$ cat config.mk
export PLATFORM = sky130hd
export DESIGN_NAME = power_supervisor_controller_unit
export DESIGN_NICKNAME = d
export VERILOG_FILES = /design/src/rtl/core/psc_pkg.sv /design/src/rtl/core/power_supervisor_controller_unit.sv
export SDC_FILE = /design/constraint.sdc
export NUM_CORES = 1
export LEC_CHECK = 0
export BUFFER_PORTS_ARGS = -buffer_cell sky130_fd_sc_hd__buf_2
export CAP_MARGIN = 20
export CORE_MARGIN = 2
export CORE_UTILIZATION = 50
export CTS_CLUSTER_SIZE = 24
export DETAILED_ROUTE_END_ITERATION = 7
export PLACE_DENSITY = 0.7
export SYNTH_ARGS = -nofsm -noshare
export SYNTH_HDL_FRONTEND = slang
export SYNTH_SLANG_ARGS = --single-unit
$ cat constraint.sdc
create_clock -name clk_i -period 6.1 [get_ports clk_i]
set_clock_uncertainty 0.15 [all_clocks]
set_input_delay 0.305 -clock clk_i [delete_from_list [all_inputs] [get_ports clk_i]]
set_output_delay 0.305 -clock clk_i [all_outputs]
set_load 0.03 [all_outputs]
$ cat src/rtl/core/psc_pkg.sv
`default_nettype none

package psc_pkg;

  localparam int unsigned BATTERY_COUNT = 4;
  localparam int unsigned SAMPLE_W      = 10;

  typedef enum logic [2:0] {
    OP_CONTROL = 3'd0,
    OP_SECOND  = 3'd1,
    OP_TENTH   = 3'd2,
    OP_WRITE   = 3'd3,
    OP_READ    = 3'd4
  } psc_op_e;

  typedef enum logic [1:0] {
    MODE_IDLE  = 2'd0,
    MODE_ON    = 2'd1,
    MODE_WAIT  = 2'd2,
    MODE_SLEEP = 2'd3
  } psc_mode_e;

  // Byte register map
  localparam logic [7:0] ADDR_CMD           = 8'h00;
  localparam logic [7:0] ADDR_BEACON_EN     = 8'h01;
  localparam logic [7:0] ADDR_BEACON_PERIOD = 8'h02;
  localparam logic [7:0] ADDR_WAKE_HOURS    = 8'h03;
  localparam logic [7:0] ADDR_WAKE_MINUTES  = 8'h04;
  localparam logic [7:0] ADDR_WAKE_SECONDS  = 8'h05;
  localparam logic [7:0] ADDR_STOP_DEFAULT  = 8'h06;
  localparam logic [7:0] ADDR_WD_DEFAULT    = 8'h07;
  localparam logic [7:0] ADDR_SAMPLES_END   = 8'h08;
  localparam logic [7:0] ADDR_BEACON_EN_RD  = 8'h08;
  localparam logic [7:0] ADDR_STATE_RD      = 8'h09;
  localparam logic [7:0] ADDR_WD_DEFAULT_RD = 8'h10;
  localparam logic [7:0] ADDR_VERSION       = 8'hC0;
  localparam logic [7:0] VERSION_ID         = 8'h04;

  localparam logic [7:0] CMD_POWER_ON = 8'd1;
  localparam logic [7:0] CMD_SLEEP    = 8'd2;

  // APB register indexes (bit 2 of the byte address)
  localparam logic CFG_THRESHOLD = 1'b0;
  localparam logic CFG_REED_HOLD = 1'b1;

  localparam logic [9:0] THRESHOLD_RST = 10'd665;
  localparam logic [7:0] REED_HOLD_RST = 8'd4;

  localparam logic [7:0] SIXTY_LESS_ONE     = 8'd59;
  localparam logic [7:0] STATUS_PER_IDLE    = 8'd50;
  localparam logic [7:0] STATUS_PER_ON      = 8'd20;
  localparam logic [7:0] STATUS_PER_ON_LOW  = 8'd5;
  localparam logic [7:0] STATUS_PER_WAIT    = 8'd1;
  localparam logic [7:0] STATUS_PER_SLEEP   = 8'd200;
  localparam logic [7:0] STATUS_PER_RST     = 8'd100;
  localparam logic [7:0] BEACON_PER_RST     = 8'd20;
  localparam logic [7:0] WAKE_SECONDS_RST   = 8'd5;
  localparam logic [7:0] WATCHDOG_WAKE_SECS = 8'd2;
  localparam logic [7:0] STOP_RST           = 8'd60;
  localparam logic [7:0] WATCHDOG_MIN_RST   = 8'd60;

  typedef struct packed {
    logic [2:0] operation;
    logic       reed_closed;
    logic [9:0] battery_a;
    logic [9:0] battery_b;
    logic [9:0] battery_c;
    logic [9:0] battery_d;
    logic [7:0] reg_addr;
    logic [7:0] reg_data;
  } psc_in_t;

  typedef struct packed {
    logic       power_enable;
    logic       status_led;
    logic       beacon_led;
    logic [1:0] supply_state;
    logic       battery_low;
    logic [7:0] read_data;
  } psc_out_t;

  typedef struct packed {
    logic [7:0] count;
    logic       released;
    logic       led_force;
    logic       toggle;
  } psc_reed_t;

  // One reed-switch sample: count down while held, re-arm on release.
  function automatic psc_reed_t reed_step(input logic [7:0] count, input logic released,
                                          input logic closed, input logic [7:0] hold);
    psc_reed_t r;
    r.toggle = 1'b0;
    if (closed) begin
      r.count     = count - 8'd1;
      r.led_force = 1'b1;
      r.released  = released;
    end else begin
      r.count     = hold;
      r.led_force = 1'b0;
      r.released  = 1'b1;
    end
    if (r.released && (r.count == 8'd0)) begin
      r.count     = hold;
      r.released  = 1'b0;
      r.led_force = 1'b0;
      r.toggle    = 1'b1;
    end
    return r;
  endfunction

endpackage

`default_nettype wire

$ cat src/rtl/core/power_supervisor_controller_unit.sv
`default_nettype none

// Each accepted input beat passes the input register, then state update and
// the result register in one pass, before it leaves as a result beat.
// Throughput: one beat per cycle; only a stalled output holds the input side.
// Reset: asynchronous, active low; supervisor state goes idle with defaults,
// both pipeline stages empty, configuration registers at their reset values.
module power_supervisor_controller_unit (
  input  wire logic               clk_i,
  input  wire logic               rst_ni,
  input  wire logic               in_valid_i,
  output      logic               in_stall_o,
  input  wire psc_pkg::psc_in_t   in_data_i,
  output      logic               out_valid_o,
  input  wire logic               out_stall_i,
  output      psc_pkg::psc_out_t  out_data_o,
  input  wire logic               psel,
  input  wire logic               penable,
  input  wire logic               pwrite,
  input  wire logic [2:0]         paddr,
  input  wire logic [31:0]        pwdata,
  output      logic [31:0]        prdata,
  output      logic               pready
);
  import psc_pkg::*;

  // ---------------------------------------------------------------------
  // Pipeline control
  // ---------------------------------------------------------------------
  psc_in_t  in_q;
  logic     in_vld_q;
  psc_out_t res_q, res_d;
  logic     res_vld_q;
  logic     adv;      // result register free to take the next beat
  logic     fire;     // the held input beat is processed this cycle
  logic     in_acc;

  assign adv        = !(res_vld_q && out_stall_i);
  assign fire       = in_vld_q && adv;
  assign in_stall_o = in_vld_q && !adv;
  assign in_acc     = in_valid_i && !in_stall_o;

  assign out_valid_o = res_vld_q;
  assign out_data_o  = res_q;

  // ---------------------------------------------------------------------
  // Configuration port
  // ---------------------------------------------------------------------
  logic [9:0] thresh_q;
  logic [7:0] reed_hold_q;
  logic       cfg_wr;

  assign pready = 1'b1;
  assign cfg_wr = psel && penable && pwrite && pready;
  assign prdata = (paddr[2] == CFG_REED_HOLD) ? {24'd0, reed_hold_q} : {22'd0, thresh_q};

  always_ff @(posedge clk_i or negedge rst_ni) begin
    if (!rst_ni) begin
      thresh_q    <= THRESHOLD_RST;
      reed_hold_q <= REED_HOLD_RST;
    end else if (cfg_wr) begin
      if (paddr[2] == CFG_THRESHOLD) thresh_q <= pwdata[9:0];
      else                           reed_hold_q <= pwdata[7:0];
    end
  end

  // ---------------------------------------------------------------------
  // Supervisor state
  // ---------------------------------------------------------------------
  // sample slots cover the whole read map; absent batteries stay at zero
  psc_mode_e  mode_q, mode_d;
  logic [7:0] reed_cnt_q, reed_cnt_d;
  logic       reed_rel_q, reed_rel_d;
  logic       reed_force_q, reed_force_d;
  logic [9:0] samp_q [4];
  logic [9:0] samp_d [4];
  logic       low_q, low_d;
  logic       bcn_en_q, bcn_en_d;
  logic [7:0] bcn_per_q, bcn_per_d;
  logic [7:0] bcn_cnt_q, bcn_cnt_d;
  logic [7:0] st_per_q, st_per_d;
  logic [7:0] st_cnt_q, st_cnt_d;
  logic [7:0] wake_q [3];      // hours, minutes, seconds
  logic [7:0] wake_d [3];
  logic [7:0] wake_def_q [3];
  logic [7:0] wake_def_d [3];
  logic [7:0] stop_q, stop_d;
  logic [7:0] stop_def_q, stop_def_d;
  logic [7:0] wd_min_q, wd_min_d;
  logic [7:0] wd_def_q, wd_def_d;
  logic [7:0] wd_sec_q, wd_sec_d;
  logic [2:0] led_q, led_d;    // bit0 status, bit1 beacon, bit2 power

  logic [7:0] hold_val;
  logic [9:0] batt_in [4];
  psc_reed_t  reed;
  logic [9:0] rd_samp;
  logic [7:0] rd_byte;

  assign hold_val = (reed_hold_q == 8'd0) ? 8'd1 : reed_hold_q;
  assign reed     = reed_step(reed_cnt_q, reed_rel_q, in_q.reed_closed, hold_val);
  assign rd_samp  = samp_q[in_q.reg_addr[2:1]];

  always_comb begin
    batt_in[0] = in_q.battery_a;
    batt_in[1] = in_q.battery_b;
    batt_in[2] = in_q.battery_c;
    batt_in[3] = in_q.battery_d;
  end

  // register read mux
  always_comb begin
    rd_byte = 8'd0;
    if (in_q.reg_addr < ADDR_SAMPLES_END) begin
      rd_byte = in_q.reg_addr[0] ? {6'd0, rd_samp[9:8]} : rd_samp[7:0];
    end else if (in_q.reg_addr == ADDR_BEACON_EN_RD) begin
      rd_byte = {7'd0, bcn_en_q};
    end else if (in_q.reg_addr == ADDR_STATE_RD) begin
      rd_byte = {6'd0, mode_q};
    end else if (in_q.reg_addr == ADDR_WD_DEFAULT_RD) begin
      rd_byte = wd_def_q;
    end else if (in_q.reg_addr == ADDR_VERSION) begin
      rd_byte = VERSION_ID;
    end
  end

  // single pass over one beat
  always_comb begin
    mode_d       = mode_q;
    reed_cnt_d   = reed_cnt_q;
    reed_rel_d   = reed_rel_q;
    reed_force_d = reed_force_q;
    samp_d       = samp_q;
    low_d        = low_q;
    bcn_en_d     = bcn_en_q;
    bcn_per_d    = bcn_per_q;
    bcn_cnt_d    = bcn_cnt_q;
    st_per_d     = st_per_q;
    st_cnt_d     = st_cnt_q;
    wake_d       = wake_q;
    wake_def_d   = wake_def_q;
    stop_d       = stop_q;
    stop_def_d   = stop_def_q;
    wd_min_d     = wd_min_q;
    wd_def_d     = wd_def_q;
    wd_sec_d     = wd_sec_q;
    led_d        = led_q;
    res_d        = res_q;

    if (fire) begin
      case (in_q.operation)
        OP_CONTROL: begin
          low_d = 1'b0;
          for (int i = 0; i < 4; i++) begin
            if (i < BATTERY_COUNT) begin
              samp_d[i] = batt_in[i];
              if (batt_in[i] < thresh_q) low_d = 1'b1;
            end
          end
          case (mode_q)
            MODE_IDLE: begin
              led_d[2]     = 1'b0;
              st_per_d     = STATUS_PER_IDLE;
              bcn_en_d     = 1'b0;
              reed_cnt_d   = reed.count;
              reed_rel_d   = reed.released;
              reed_force_d = reed.led_force;
              if (reed.toggle) mode_d = MODE_ON;
            end
            MODE_ON: begin
              led_d[2]     = 1'b1;
              st_per_d     = low_d ? STATUS_PER_ON_LOW : STATUS_PER_ON;
              reed_cnt_d   = reed.count;
              reed_rel_d   = reed.released;
              reed_force_d = reed.led_force;
              if (reed.toggle) mode_d = MODE_IDLE;
            end
            MODE_WAIT: begin
              led_d[2] = 1'b1;
              st_per_d = STATUS_PER_WAIT;
              if (stop_q == 8'd0) begin
                wake_d = wake_def_q;
                mode_d = MODE_SLEEP;
                stop_d = stop_def_q;
              end
            end
            default: begin
              led_d[2] = 1'b0;
              st_per_d = STATUS_PER_SLEEP;
              if (wake_q[0] == 8'd0 && wake_q[1] == 8'd0 && wake_q[2] == 8'd0)
                mode_d = MODE_ON;
            end
          endcase
        end

        OP_SECOND: begin
          if (mode_q == MODE_SLEEP) begin
            if (wake_q[2] != 8'd0) begin
              wake_d[2] = wake_q[2] - 8'd1;
            end else if (wake_q[1] != 8'd0) begin
              wake_d[1] = wake_q[1] - 8'd1;
              wake_d[2] = SIXTY_LESS_ONE;
            end else if (wake_q[0] != 8'd0) begin
              wake_d[0] = wake_q[0] - 8'd1;
              wake_d[1] = SIXTY_LESS_ONE;
            end
          end
          if (mode_q == MODE_WAIT && stop_q != 8'd0) stop_d = stop_q - 8'd1;
          // minute watchdog: a zero default stops it
          if (mode_q == MODE_ON && wd_def_q != 8'd0) begin
            if (wd_sec_q != 8'd0) begin
              wd_sec_d = wd_sec_q - 8'd1;
            end else begin
              wd_sec_d = SIXTY_LESS_ONE;
              if (wd_min_q != 8'd0) begin
                wd_min_d = wd_min_q - 8'd1;
              end else begin
                wake_def_d[0] = 8'd0;
                wake_def_d[1] = 8'd0;
                wake_def_d[2] = WATCHDOG_WAKE_SECS;
                stop_d        = stop_def_q;
                mode_d        = MODE_WAIT;
                wd_min_d      = wd_def_q;
              end
            end
          end
        end

        OP_TENTH: begin
          led_d[1] = 1'b0;
          if (bcn_en_q) begin
            if (bcn_cnt_q != 8'd0) begin
              bcn_cnt_d = bcn_cnt_q - 8'd1;
            end else begin
              led_d[1]  = 1'b1;
              bcn_cnt_d = bcn_per_q;
            end
          end
          if (reed_force_q) begin
            led_d[0] = 1'b1;
          end else if (st_cnt_q != 8'd0) begin
            led_d[0] = 1'b0;
            st_cnt_d = st_cnt_q - 8'd1;
          end else begin
            led_d[0] = 1'b1;
            st_cnt_d = st_per_q;
          end
        end

        OP_WRITE: begin
          case (in_q.reg_addr)
            ADDR_CMD: begin
              if (in_q.reg_data == CMD_POWER_ON) begin
                mode_d = MODE_ON;
              end else if (in_q.reg_data == CMD_SLEEP) begin
                stop_d = stop_def_q;
                mode_d = MODE_WAIT;
              end
            end
            ADDR_BEACON_EN:     bcn_en_d      = (in_q.reg_data != 8'd0);
            ADDR_BEACON_PERIOD: bcn_per_d     = in_q.reg_data;
            ADDR_WAKE_HOURS:    wake_def_d[0] = in_q.reg_data;
            ADDR_WAKE_MINUTES:  wake_def_d[1] = in_q.reg_data;
            ADDR_WAKE_SECONDS:  wake_def_d[2] = in_q.reg_data;
            ADDR_STOP_DEFAULT:  stop_def_d    = in_q.reg_data;
            ADDR_WD_DEFAULT: begin
              wd_def_d = in_q.reg_data;
              wd_min_d = in_q.reg_data;
            end
            default: ;
          endcase
        end

        OP_READ: begin
          wd_min_d = wd_def_q;
        end

        default: ;
      endcase

      res_d.power_enable = led_d[2];
      res_d.status_led   = led_d[0];
      res_d.beacon_led   = led_d[1];
      res_d.supply_state = mode_d;
      res_d.battery_low  = low_d;
      res_d.read_data    = (in_q.operation == OP_READ) ? rd_byte : 8'd0;
    end
  end

  // ---------------------------------------------------------------------
  // Registers
  // ---------------------------------------------------------------------
  always_ff @(posedge clk_i or negedge rst_ni) begin
    if (!rst_ni) begin
      in_vld_q     <= 1'b0;
      res_vld_q    <= 1'b0;
      mode_q       <= MODE_IDLE;
      reed_cnt_q   <= REED_HOLD_RST;
      reed_rel_q   <= 1'b1;
      reed_force_q <= 1'b0;
      for (int i = 0; i < 4; i++) samp_q[i] <= '0;
      low_q        <= 1'b0;
      bcn_en_q     <= 1'b0;
      bcn_per_q    <= BEACON_PER_RST;
      bcn_cnt_q    <= BEACON_PER_RST;
      st_per_q     <= STATUS_PER_RST;
      st_cnt_q     <= STATUS_PER_RST;
      wake_q[0]    <= 8'd0;
      wake_q[1]    <= 8'd0;
      wake_q[2]    <= WAKE_SECONDS_RST;
      wake_def_q[0] <= 8'd0;
      wake_def_q[1] <= 8'd0;
      wake_def_q[2] <= WAKE_SECONDS_RST;
      stop_q       <= STOP_RST;
      stop_def_q   <= STOP_RST;
      wd_min_q     <= WATCHDOG_MIN_RST;
      wd_def_q     <= WATCHDOG_MIN_RST;
      wd_sec_q     <= SIXTY_LESS_ONE;
      led_q        <= 3'd0;
    end else begin
      if (in_acc)    in_vld_q <= 1'b1;
      else if (fire) in_vld_q <= 1'b0;
      if (adv)       res_vld_q <= in_vld_q;
      mode_q       <= mode_d;
      reed_cnt_q   <= reed_cnt_d;
      reed_rel_q   <= reed_rel_d;
      reed_force_q <= reed_force_d;
      samp_q       <= samp_d;
      low_q        <= low_d;
      bcn_en_q     <= bcn_en_d;
      bcn_per_q    <= bcn_per_d;
      bcn_cnt_q    <= bcn_cnt_d;
      st_per_q     <= st_per_d;
      st_cnt_q     <= st_cnt_d;
      wake_q       <= wake_d;
      wake_def_q   <= wake_def_d;
      stop_q       <= stop_d;
      stop_def_q   <= stop_def_d;
      wd_min_q     <= wd_min_d;
      wd_def_q     <= wd_def_d;
      wd_sec_q     <= wd_sec_d;
      led_q        <= led_d;
    end
  end

  // payload registers, no reset
  always_ff @(posedge clk_i) begin
    if (in_acc) in_q <= in_data_i;
    res_q <= res_d;
  end

  // ---------------------------------------------------------------------
  // Assertions
  // ---------------------------------------------------------------------
  // power switch level moves only on a control step
  assert property (@(posedge clk_i) disable iff (!rst_ni)
    (led_q[2] != $past(led_q[2])) |-> $past(fire && in_q.operation == OP_CONTROL))
    else $error("power level changed outside a control step");

  // a processed beat always lands in the result register
  assert property (@(posedge clk_i) disable iff (!rst_ni)
    fire |=> res_vld_q)
    else $error("processed beat lost");

  // read byte is zero unless the beat was a register read
  assert property (@(posedge clk_i) disable iff (!rst_ni)
    (fire && in_q.operation != OP_READ) |=> (res_q.read_data == 8'd0))
    else $error("read byte set on a non-read beat");

endmodule

`default_nettype wire

==> results of run 1 <==
-- flip-flops by register name (all words and copies together), names as in the netlist, 10 cells and up --
register,flops
samp_q,40
wake_q,24
batt_in,40
in_q,20
out_data_o,14
thresh_q,10
wake_def_q,24
-- worst max-delay path, delay by kind of cell (launching register included) --
family	cells	cell delay, ns
flops	1	0.75
compound gates	4	1.13
simple gates	3	1.24
-- placed cells by master (no fill, tap or decap), drive strengths merged, types with 9 or more instances in the layout --
cell | synthesis | layout
a21oi | 83 | 83
a22oi | 9 | 9
a31oi | 13 | 13
a32o | 9 | 9
buf | 31 | 115
clkbuf | 43 | 41
conb | 2 | 23
dfrtp | 153 | 153
dfstp | 43 | 43
dlygate4sd3 | 0 | 74
edfxtp | 74 | 74
ha | 53 | 53
inv | 47 | 49
mux2 | 52 | 52
mux4 | 10 | 10
nand2 | 244 | 244
nand2b | 22 | 22
nand3 | 23 | 23
nor2 | 77 | 77
nor3 | 47 | 47
nor3b | 10 | 10
nor4 | 15 | 15
o21ai | 135 | 135
or3 | 17 | 17
or4 | 9 | 9
-- path summary, 6_finish.rpt --
path | depth (start not counted) | slack (ns) | start | end
worst max register to register | 7 | 2.64 | in_q[9] | stop_q[1]
worst min register to register | 2 | 0.31 | st_per_q[5] | st_per_q[5]
min in group clk_i | 3 | 0.26 | pwrite | reed_hold_q[3]
max in group asynchronous | 3 | 4.30 | rst_ni | samp_q[27]
worst max-delay path | 7 | 2.64 | in_q[9] | stop_q[1]
worst min-delay path | 2 | 0.18 | rst_ni | bcn_en_q
-- per-stage QoR --
stage / area (µm²) / util
CTS: 16000 / 0.598
finish: 16000 / 0.598
detailed placement: 14200 / 0.532
global route: 16000 / 0.598
floorplan: 13600 / -
global placement: 14200 / 0.532
-- power groups by stage --
stage,Clock (W),Sequential [W],Combinational (W)
2_1_floorplan,0,0.00231,0.000698
3_3_place_gp,0,0.00237,0.000880
3_5_place_dp,0,0.00238,0.000911
4_1_cts,0.00189,0.00235,0.000955
5_1_grt,0.00196,0.00239,0.00108
6_report,0.00185,0.00236,0.000966
-- per-layer routing --
layer	global-route usage	routed length (µm)	vias up
met4	0.0750	975	0
met5	0	0	-
li1	-	-	5080
met1	0.309	14200	5102
met2	0.405	16400	306
met3	0.0336	1550	62
-- cells by family after synthesis --
family          after synthesis
mux                          64
other cells                   2
xor+xnor                      8
compound gates              313
simple gates                499
fa+ha+maj                    53
buf+inv                     121
flops                       270
-- area by class of cell --
class	count	area share
Multi-Input combinational cell	960	0.365
Sequential cell	270	0.449
Inverter	47	0.0110
Clock buffer	40	0.0514
Tap cell	341	0.0267
Clock inverter	14	0.0121
Timing Repair Buffer	190	0.0850
==> flow_summary_export.csv, run 1 <==
group,metric,value,unit
clock_network,holdBufCountCts,74,
synth,synthArstFlopShare,0.726,
route,drc,0,
clock_network,clkSinkCount,270,
pwr,powerDensity,324,mW/mm²
clock_network,cts_tree,"done",
pwr,clockPowerShare,0.358,
clock_network,clk_pin_slew,0.07,ns
status,status,"complete, no violations",
layout,fin_cells,1862,
synth,netlist_instances,1330,
floorplan,core,0.0267,mm²
pwr,intPower,0.00367,W
synth,synth_cell_types,76,
clock_network,post-cts-setup-buffer-count,0,
synth,synth-xor-area-share,0.00520,
pwr,finalPower,0.00518,W
layout,antenna_cells,0,
place,pre_cts_ws,2.69,ns
route,via_per_inst,5.67,
layout,synthToLayoutAreaGrowth,18.6,%
synth,avgSynthCellArea,10.1,µm²
pwr,power_frac_seq,0.455,
timing,fin_crit_sh,0.567,
layout,n_fill_cell,2190,
place,io_buffer_count,103,
timing,timing.fmax,0.289,GHz
floorplan,die_area,0.0283,mm²
timing,rsz0062_at_grt,"false",
synth,synth.top_cell.area_share,0.284,
setup_path,cpMostUsedCell,"a21oi_1",
synth,synthesis.area,0.0135,mm²
clock_network,cts_buffers,29,
pwr,p_sw,0.00151,W
floorplan,rows,60,
synth,yosysWarnings,0,
floorplan,boundaryPins,151,
run,maxCapViolCount,0,
route,via_count,10600,
synth,seq_area_frac_synth,0.533,
timing,finalHoldViolCount,0,
route,wl_per_cell,17.8,µm
global_route,grt-ovfl-total,0,
synth,synth_top_area_cell,"dfrtp_1",
layout,multi_input_area,0.00583,mm²
global_route,grt_pass1_vias,10100,
synth,synth_enable_flop_cells,74,
layout,final-seq-area,0.00718,mm²
synth,synth-adder-area-share,0.0492,
setup_path,cp-start-kind,"flip-flop",
pwr,leakage,6.94,nW
timing,tightest_slew,1.08,ns
timing,min_period,3.46,ns
clock_network,clk_latency,0.57,ns
route,final_antenna_net_count,0,
synth,synthTopCellsByArea,"dfrtp_1 28%, edfxtp_1 16%, dfstp_2 8.4%",
synth,yosysMostFrequentCell,"nand2_1",
setup_path,cp_slowest_stage_delay,0.75,ns
pwr,p_comb_frac,0.187,
clock_network,cts_root_buf,"clkbuf_16",
clock_network,ctsResizeCount,0,
route,firstDrtPassIters,6,
setup_path,crit_fanout,17,
clock_network,cts_max_level,1,
place,place.gp.congestion,0.895,
layout,drive_gt1_frac,0.187,
worst_hold_path,worstHoldPathType,"input port to async pin",
floorplan,dieWidth,168,µm
timing,slew_headroom,0.282,
global_route,grt_start_max_net_pins,75,
synth,synth_top_family_by_area,"simple AND/OR/NAND/NOR gates",
synth,synth-main-ff-cell,"dfrtp_1",
setup_path,worst-setup-path-type,"flip-flop to flip-flop",
timing,postLayoutSetupSlackWorst,2.64,ns
setup_path,crit_slowest_cell,"edfxtp_1",
setup_path,crit_arrival,3.71,ns
pwr,vdd_ir_drop_max,0.000251,V
timing,finalSetupTns,0,ns
global_route,grt_pass1_wl,53200,µm
timing,drv_slew,0,
layout,nets,1653,
timing,final-setup-viol-count,0,
global_route,antenna_found_initial,0,
setup_path,endpoint_kind,"flip-flop",
floorplan,die_h,168,µm
synth,yosys-top-cells-count,"244 x nand2_1, 153 x dfrtp_1, 127 x o21ai_0, 83 x a21oi_1, 76 x nor2_1",
route,drt_iter0_markers,848,
floorplan,initial_core_util,0.504,
synth,synth.area.mux_share,0.0616,
synth,synth_compound_area_frac,0.139,
place,place_inst,1732,
place,dp_hpwl,21600,µm
route,totalWireLength,33100,µm
setup_path,cp_data_required_time,6.36,ns
synth,yosys.area_share.simple,0.171,
pwr,switching_share,0.291,
setup_path,crit_chain,"or3_1 -> or4_1 -> nor3_1 -> a21oi_1 -> a2111o_1 -> a21oi_1 -> o22ai_1",
clock_network,clockBufferDepth,3,
synth,synth_seq_cells,270,
timing,holdWs,0.183,ns
global_route,track_usage,0.235,
Note: power is estimated with default switching activity, not from simulation.
==> run 2: changes to the inputs <==
==> constraint.sdc (replaced) <==
create_clock -name clk_i -period 3.62 [get_ports clk_i]
set_clock_uncertainty 0.15 [all_clocks]
set_input_delay 0.181 -clock clk_i [delete_from_list [all_inputs] [get_ports clk_i]]
set_output_delay 0.181 -clock clk_i [all_outputs]
set_load 0.03 [all_outputs]
==> run 2 against run 1 <==
Against the previous run: routed wire length shrank 1.0%; sequential power grew 67%; highest routed layer unchanged; via count grew 0.24%; critical path depth grew 3; largest power group unchanged; global-route usage shrank 0.20 points; maximum frequency grew 4.6%; hold slack lost 0.045 ns; flip-flop and latch count is the same; die area is the same; worst setup slack lost 2.3 ns; total power grew 66%; cell area grew 0.47%.
==> flow_summary_export.csv, run 2 (synthesis results as in run 1) <==
group,metric,value,unit
status,status,"complete, no violations",
setup_path,crit-reg2reg-launch,"wake_q[1]",
clock_network,cts_root_buf,"clkbuf_16",
clock_network,clk_pin_slew,0.06,ns
place,place.gp.congestion,0.915,
run,maxCapViolCount,0,
place,io_buffer_count,103,
layout,final_design_area_no_fill,0.0161,mm²
global_route,grt_pass1_vias,10400,
layout,nets,1666,
floorplan,rows,60,
pwr,vdd_ir_drop_max,0.000445,V
timing,finalHoldViolCount,0,
place,dp_hpwl,22200,µm
layout,mostFrequentLayoutCell,"nand2_1",
pwr,p_comb_frac,0.191,
floorplan,dieWidth,168,µm
pwr,power_frac_seq,0.459,
layout,drive_gt1_frac,0.192,
clock_network,clkSinkCount,270,
route,via_count,10600,
timing,fin_crit_sh,0.913,
clock_network,clockBufferDepth,3,
timing,rsz0062_at_grt,"false",
pwr,clockPowerShare,0.349,
setup_path,crit_arrival,3.43,ns
worst_hold_path,worstHoldPathType,"input port to async pin",
floorplan,die_h,168,µm
route,drc,0,
floorplan,core,0.0267,mm²
global_route,grt_pass1_wl,53300,µm
timing,timing.fmax,0.303,GHz
timing,final-setup-viol-count,0,
layout,antenna_cells,0,
floorplan,boundaryPins,151,
timing,drv_slew,0,
global_route,track_usage,0.233,
layout,synthToLayoutAreaGrowth,19.2,%
timing,finalSetupTns,0,ns
clock_network,cts_tree,"done",
route,via_per_inst,5.64,
timing,tightest_slew,1.06,ns
global_route,grt_start_max_net_pins,105,
route,wl_per_cell,17.5,µm
global_route,antenna_found_initial,0,
pwr,leakage,6.99,nW
clock_network,post-cts-setup-buffer-count,0,
setup_path,crit_fanout,5,
clock_network,cts_max_level,1,
setup_path,endpoint_kind,"flip-flop",
timing,slew_headroom,0.287,
setup_path,critPathLaunch,"wake_q[1]",
layout,mostFrequentLayoutCells,"244 x nand2_1, 153 x dfrtp_1, 127 x o21ai_0",
global_route,grt-ovfl-total,0,
pwr,p_sw,0.00250,W
clock_network,cts_buffers,29,
floorplan,die_area,0.0283,mm²
pwr,powerDensity,536,mW/mm²
route,totalWireLength,32800,µm
place,placed_area,0.0144,mm²
setup_path,cp_data_required_time,3.74,ns
route,drt_iter0_markers,788,
route,firstDrtPassIters,5,
setup_path,worst-setup-path-type,"flip-flop to flip-flop",
timing,min_period,3.31,ns
pwr,intPower,0.00610,W
setup_path,cp-start-kind,"flip-flop",
route,final_antenna_net_count,0,
clock_network,clk_latency,0.57,ns
floorplan,initial_core_util,0.504,
pwr,switching_share,0.291,
## run 2: cell types whose count changed in the layout (fill, tap and decap cells not counted), moves of 2 or more
cell      change
clkinv_1      +3
buf_4        +13
clkinv_2      -2
clkbuf_8      +2
## run 2: final cells by class
type                       instances  area (µm²)
timing repair buffer             203        1470
clock buffer                      41         821
multi-input combinational        960        5830
clock inverter                    13         158
sequential                       270        7180
tap                              341         427
fill                            2169       10700
inverter                          47         176
## run 2: layer usage
| metal | up-vias | wire (µm) | share of wire | track usage |
|---|---|---|---|---|
| li1 | 5090 | - | - | - |
| met1 | 5084 | 13900 | 0.42 | 0.300 |
| met2 | 308 | 15700 | 0.48 | 0.392 |
| met3 | 93 | 1480 | 0.045 | 0.0301 |
| met4 | 0 | 1710 | 0.052 | 0.115 |
| met5 | - | 0 | 0 | 0 |
## run 2: power by group through the flow
stage | registers, W | logic (W) | clock network (W)
CTS | 0.00394 | 0.00164 | 0.00306
global route | 0.00401 | 0.00186 | 0.00319
finish | 0.00395 | 0.00165 | 0.00301
floorplan | 0.00390 | 0.00118 | 0
detailed placement | 0.00400 | 0.00156 | 0
global placement | 0.00398 | 0.00151 | 0
## run 2: per-stage QoR
| stage | utilization | power [W] | worst slack, ns | std cells | hold slack, ns |
|---|---|---|---|---|---|
| floorplan | - | 0.00507 | 0.648 | 1351 | -0.265 |
| global placement | 0.537 | 0.00549 | 0.436 | 1747 | 0.187 |
| detailed placement | 0.537 | 0.00556 | 0.375 | 1747 | 0.195 |
| CTS | 0.601 | 0.00864 | 0.356 | 1875 | 0.120 |
| global route | 0.601 | 0.00906 | 0.169 | 1875 | 0.167 |
| finish | 0.601 | 0.00861 | 0.314 | 1875 | 0.138 |
## run 2: critical path: stages, from the launching register on
cell and delay [ns]:
dfrtp_1 0.39, inv_1 0.10, ha_1 0.21, or4b_4 0.51
or4_1 0.46, nor3b_2 0.26, nand2_1 0.14, a32o_1 0.26
or3_1 0.33, a21oi_1 0.16, a21oi_1 0.05
## run 2: timing repair
action,in CTS,in global routing
hold buffers,74,0
hold endpoints to repair,163,0
gates resized for setup,0,0
## run 2: final timing paths
check                      cells after the start  slack (ns)              to
hold / removal                                 2        0.14      wake_q[12]
hold reg to reg                                2        0.31     st_per_q[6]
setup / recovery                              10        0.31  out_data_o[10]
min in group clk_i                             3        0.15  reed_hold_q[0]
setup reg to reg                              10        0.31  out_data_o[10]
max in group asynchronous                      3        2.25       wake_q[0]
==> run 3: changes to the inputs <==
==> constraint.sdc (replaced) <==
create_clock -name clk_i -period 3.62 [get_ports clk_i]
set_clock_uncertainty 0.15 [all_clocks]
set_input_delay 0.362 -clock clk_i [delete_from_list [all_inputs] [get_ports clk_i]]
set_output_delay 0.362 -clock clk_i [all_outputs]
set_load 0.03 [all_outputs]
==> run 3 against run 2 <==
Against the previous run: sequential share of layout area increased by 0.063 points; clock power decreased by 2%; core utilization decreased by 0.084 points; cell area decreased by 0.14%; critical endpoint unchanged; largest cell class unchanged; highest routed layer unchanged.
==> flow_summary_export.csv, run 3 (synthesis results as in run 1) <==
group,metric,value,unit
status,status,"complete, no violations",
floorplan,initial_core_util,0.504,
setup_path,crit_arrival,3.40,ns
layout,mostFrequentLayoutCell,"nand2_1",
pwr,p_comb_frac,0.192,
worst_hold_path,whs_path_depth,2,
setup_path,r2r_end,"out_data_o[10]",
pwr,vdd_ir_drop_max,0.000431,V
pwr,intPower,0.00602,W
pwr,powerDensity,532,mW/mm²
route,via_count,10500,
route,final_antenna_net_count,0,
clock_network,clk_pin_slew,0.06,ns
setup_path,cp_slowest_stage_delay,0.50,ns
clock_network,clkSinkCount,270,
clock_network,cts_tree,"done",
floorplan,die_area,0.0283,mm²
timing,finalHoldViolCount,0,
pwr,p_sw,0.00251,W
timing,holdWs,0.309,ns
worst_hold_path,whs_endpoint,"st_per_q[6]",
route,via_per_inst,5.61,
setup_path,crit-reg2reg-launch,"wake_q[1]",
global_route,antenna_found_initial,0,
timing,postLayoutSetupSlackWorst,0.349,ns
place,pre_cts_ws,0.399,ns
place,dp_hpwl,22100,µm
setup_path,cp_num_buf_inv,1,
global_route,grt_start_max_net_pins,103,
timing,rsz0062_at_grt,"false",
setup_path,rr_worst_depth,10,
clock_network,ctsResizeCount,0,
worst_hold_path,hold_start,"st_per_q[6]",
setup_path,endpoint_kind,"flip-flop",
pwr,clockPowerShare,0.346,
layout,n_fill_cell,2203,
worst_hold_path,worstHoldPathType,"flip-flop to flip-flop",
setup_path,crit_family,"simple AND/OR/NAND/NOR gates",
layout,synthToLayoutAreaGrowth,19.0,%
timing,fin_crit_sh,0.904,
clock_network,cts_root_buf,"clkbuf_16",
timing,slew_headroom,0.310,
pwr,power_frac_seq,0.462,
timing,drv_slew,0,
global_route,grt_pass1_vias,10300,
timing,tightest_slew,1.03,ns
clock_network,cts_max_level,1,
route,totalWireLength,32700,µm
setup_path,cp_data_required_time,3.74,ns
floorplan,dieWidth,168,µm
setup_path,crit_slowest_cell,"or4b_4",
floorplan,die_h,168,µm
place,place_inst,1746,
setup_path,worst-path-stages,10,
setup_path,cp-start-kind,"flip-flop",
setup_path,worst-setup-path-type,"flip-flop to flip-flop",
timing,min_period,3.27,ns
setup_path,reg2reg_slack,0.35,ns
run,maxCapViolCount,0,
layout,antenna_cells,0,
timing,finalSetupTns,0,ns
global_route,track_usage,0.234,
clock_network,post-cts-setup-buffer-count,0,
clock_network,clk_latency,0.57,ns
layout,nets,1666,
place,io_buffer_count,103,
route,wl_per_cell,17.5,µm
floorplan,boundaryPins,151,
route,drc,0,
setup_path,cpMostUsedCell,"a21oi_1",
global_route,grt_pass1_wl,53400,µm
pwr,leakage,6.99,nW
setup_path,crit_fanout,5,
global_route,grt-ovfl-total,0,
setup_path,crit_chain,"inv_1 -> ha_1 -> or4b_4 -> or4_1 -> nor3b_2 -> nand2_1 -> a32o_1 -> or3_1 -> a21oi_1 -> a21oi_1",
layout,mostFrequentLayoutCells,"244 x nand2_1, 153 x dfrtp_1, 127 x o21ai_0",
clock_network,cts_buffers,29,
timing,final-setup-viol-count,0,
route,firstDrtPassIters,5,
layout,drive_gt1_frac,0.194,
clock_network,clockBufferDepth,3,
floorplan,core,0.0267,mm²
floorplan,rows,60,
pwr,switching_share,0.295,
layout,fin_cells,1875,
route,drt_iter0_markers,904,
timing,timing.fmax,0.306,GHz
place,place.gp.congestion,0.935,
## run 3: power groups by stage
stage / sequential [W] / combinational [W] / clock [W]
after floorplan: 0.00390 / 0.00118 / 0
after global placement: 0.00398 / 0.00151 / 0
after detailed placement: 0.00399 / 0.00156 / 0
after CTS: 0.00394 / 0.00163 / 0.00299
after global routing: 0.00400 / 0.00184 / 0.00313
final: 0.00394 / 0.00164 / 0.00295
## run 3: worst reg2reg max path, delay by kind of cell (launching register included)
kind / cells / cell delay, ns
AND/OR/NAND/NOR: 5 / 1.70
AO/OA/AOI/OAI: 3 / 0.48
flip-flops: 1 / 0.38
adder cells (fa/ha/maj): 1 / 0.20
buffers and inverters: 1 / 0.09
## run 3: final cells by class
cell class,instances,area (µm²),area share
tap,341,427,0.0266
clock buffer,39,803,0.0501
multi-input combinational,960,5830,0.364
timing repair buffer,203,1470,0.0918
sequential,270,7180,0.447
inverter,47,176,0.0110
clock inverter,15,153,0.00951
## run 3: per-stage QoR
step           area (µm²)  utilization  power [W]
2_1_floorplan       13600            -    0.00507
3_3_place_gp        14300        0.537    0.00549
3_5_place_dp        14300        0.537    0.00555
4_1_cts             16000        0.600    0.00856
5_1_grt             16000        0.600    0.00897
6_report            16000        0.600    0.00853
## run 3: what timing repair did
action	4_1_cts	5_1_grt
hold buffers	74	0
setup endpoints to repair	0	0
endpoints found under the hold margin	161	0
## run 3: worst max path at each step
stage	from	end	slack [ns]
3_5_place_dp	wake_q[1]	out_data_o[10]	0.40
2_1_floorplan	wake_q[1]	out_data_o[10]	0.65
5_1_grt	wake_q[1]	out_data_o[10]	0.16
6_report	wake_q[1]	out_data_o[10]	0.35
3_3_place_gp	wake_q[1]	out_data_o[10]	0.42
4_1_cts	wake_q[1]	out_data_o[10]	0.39
## run 3: metal layers
layer | vias up | wire [µm] | track usage | part of all wire
li1 | 5088 | - | - | -
met1 | 5052 | 13900 | 0.305 | 0.42
met2 | 317 | 16100 | 0.403 | 0.49
met3 | 66 | 1550 | 0.0324 | 0.047
met4 | 0 | 1250 | 0.0851 | 0.038
met5 | - | 0 | 0 | 0
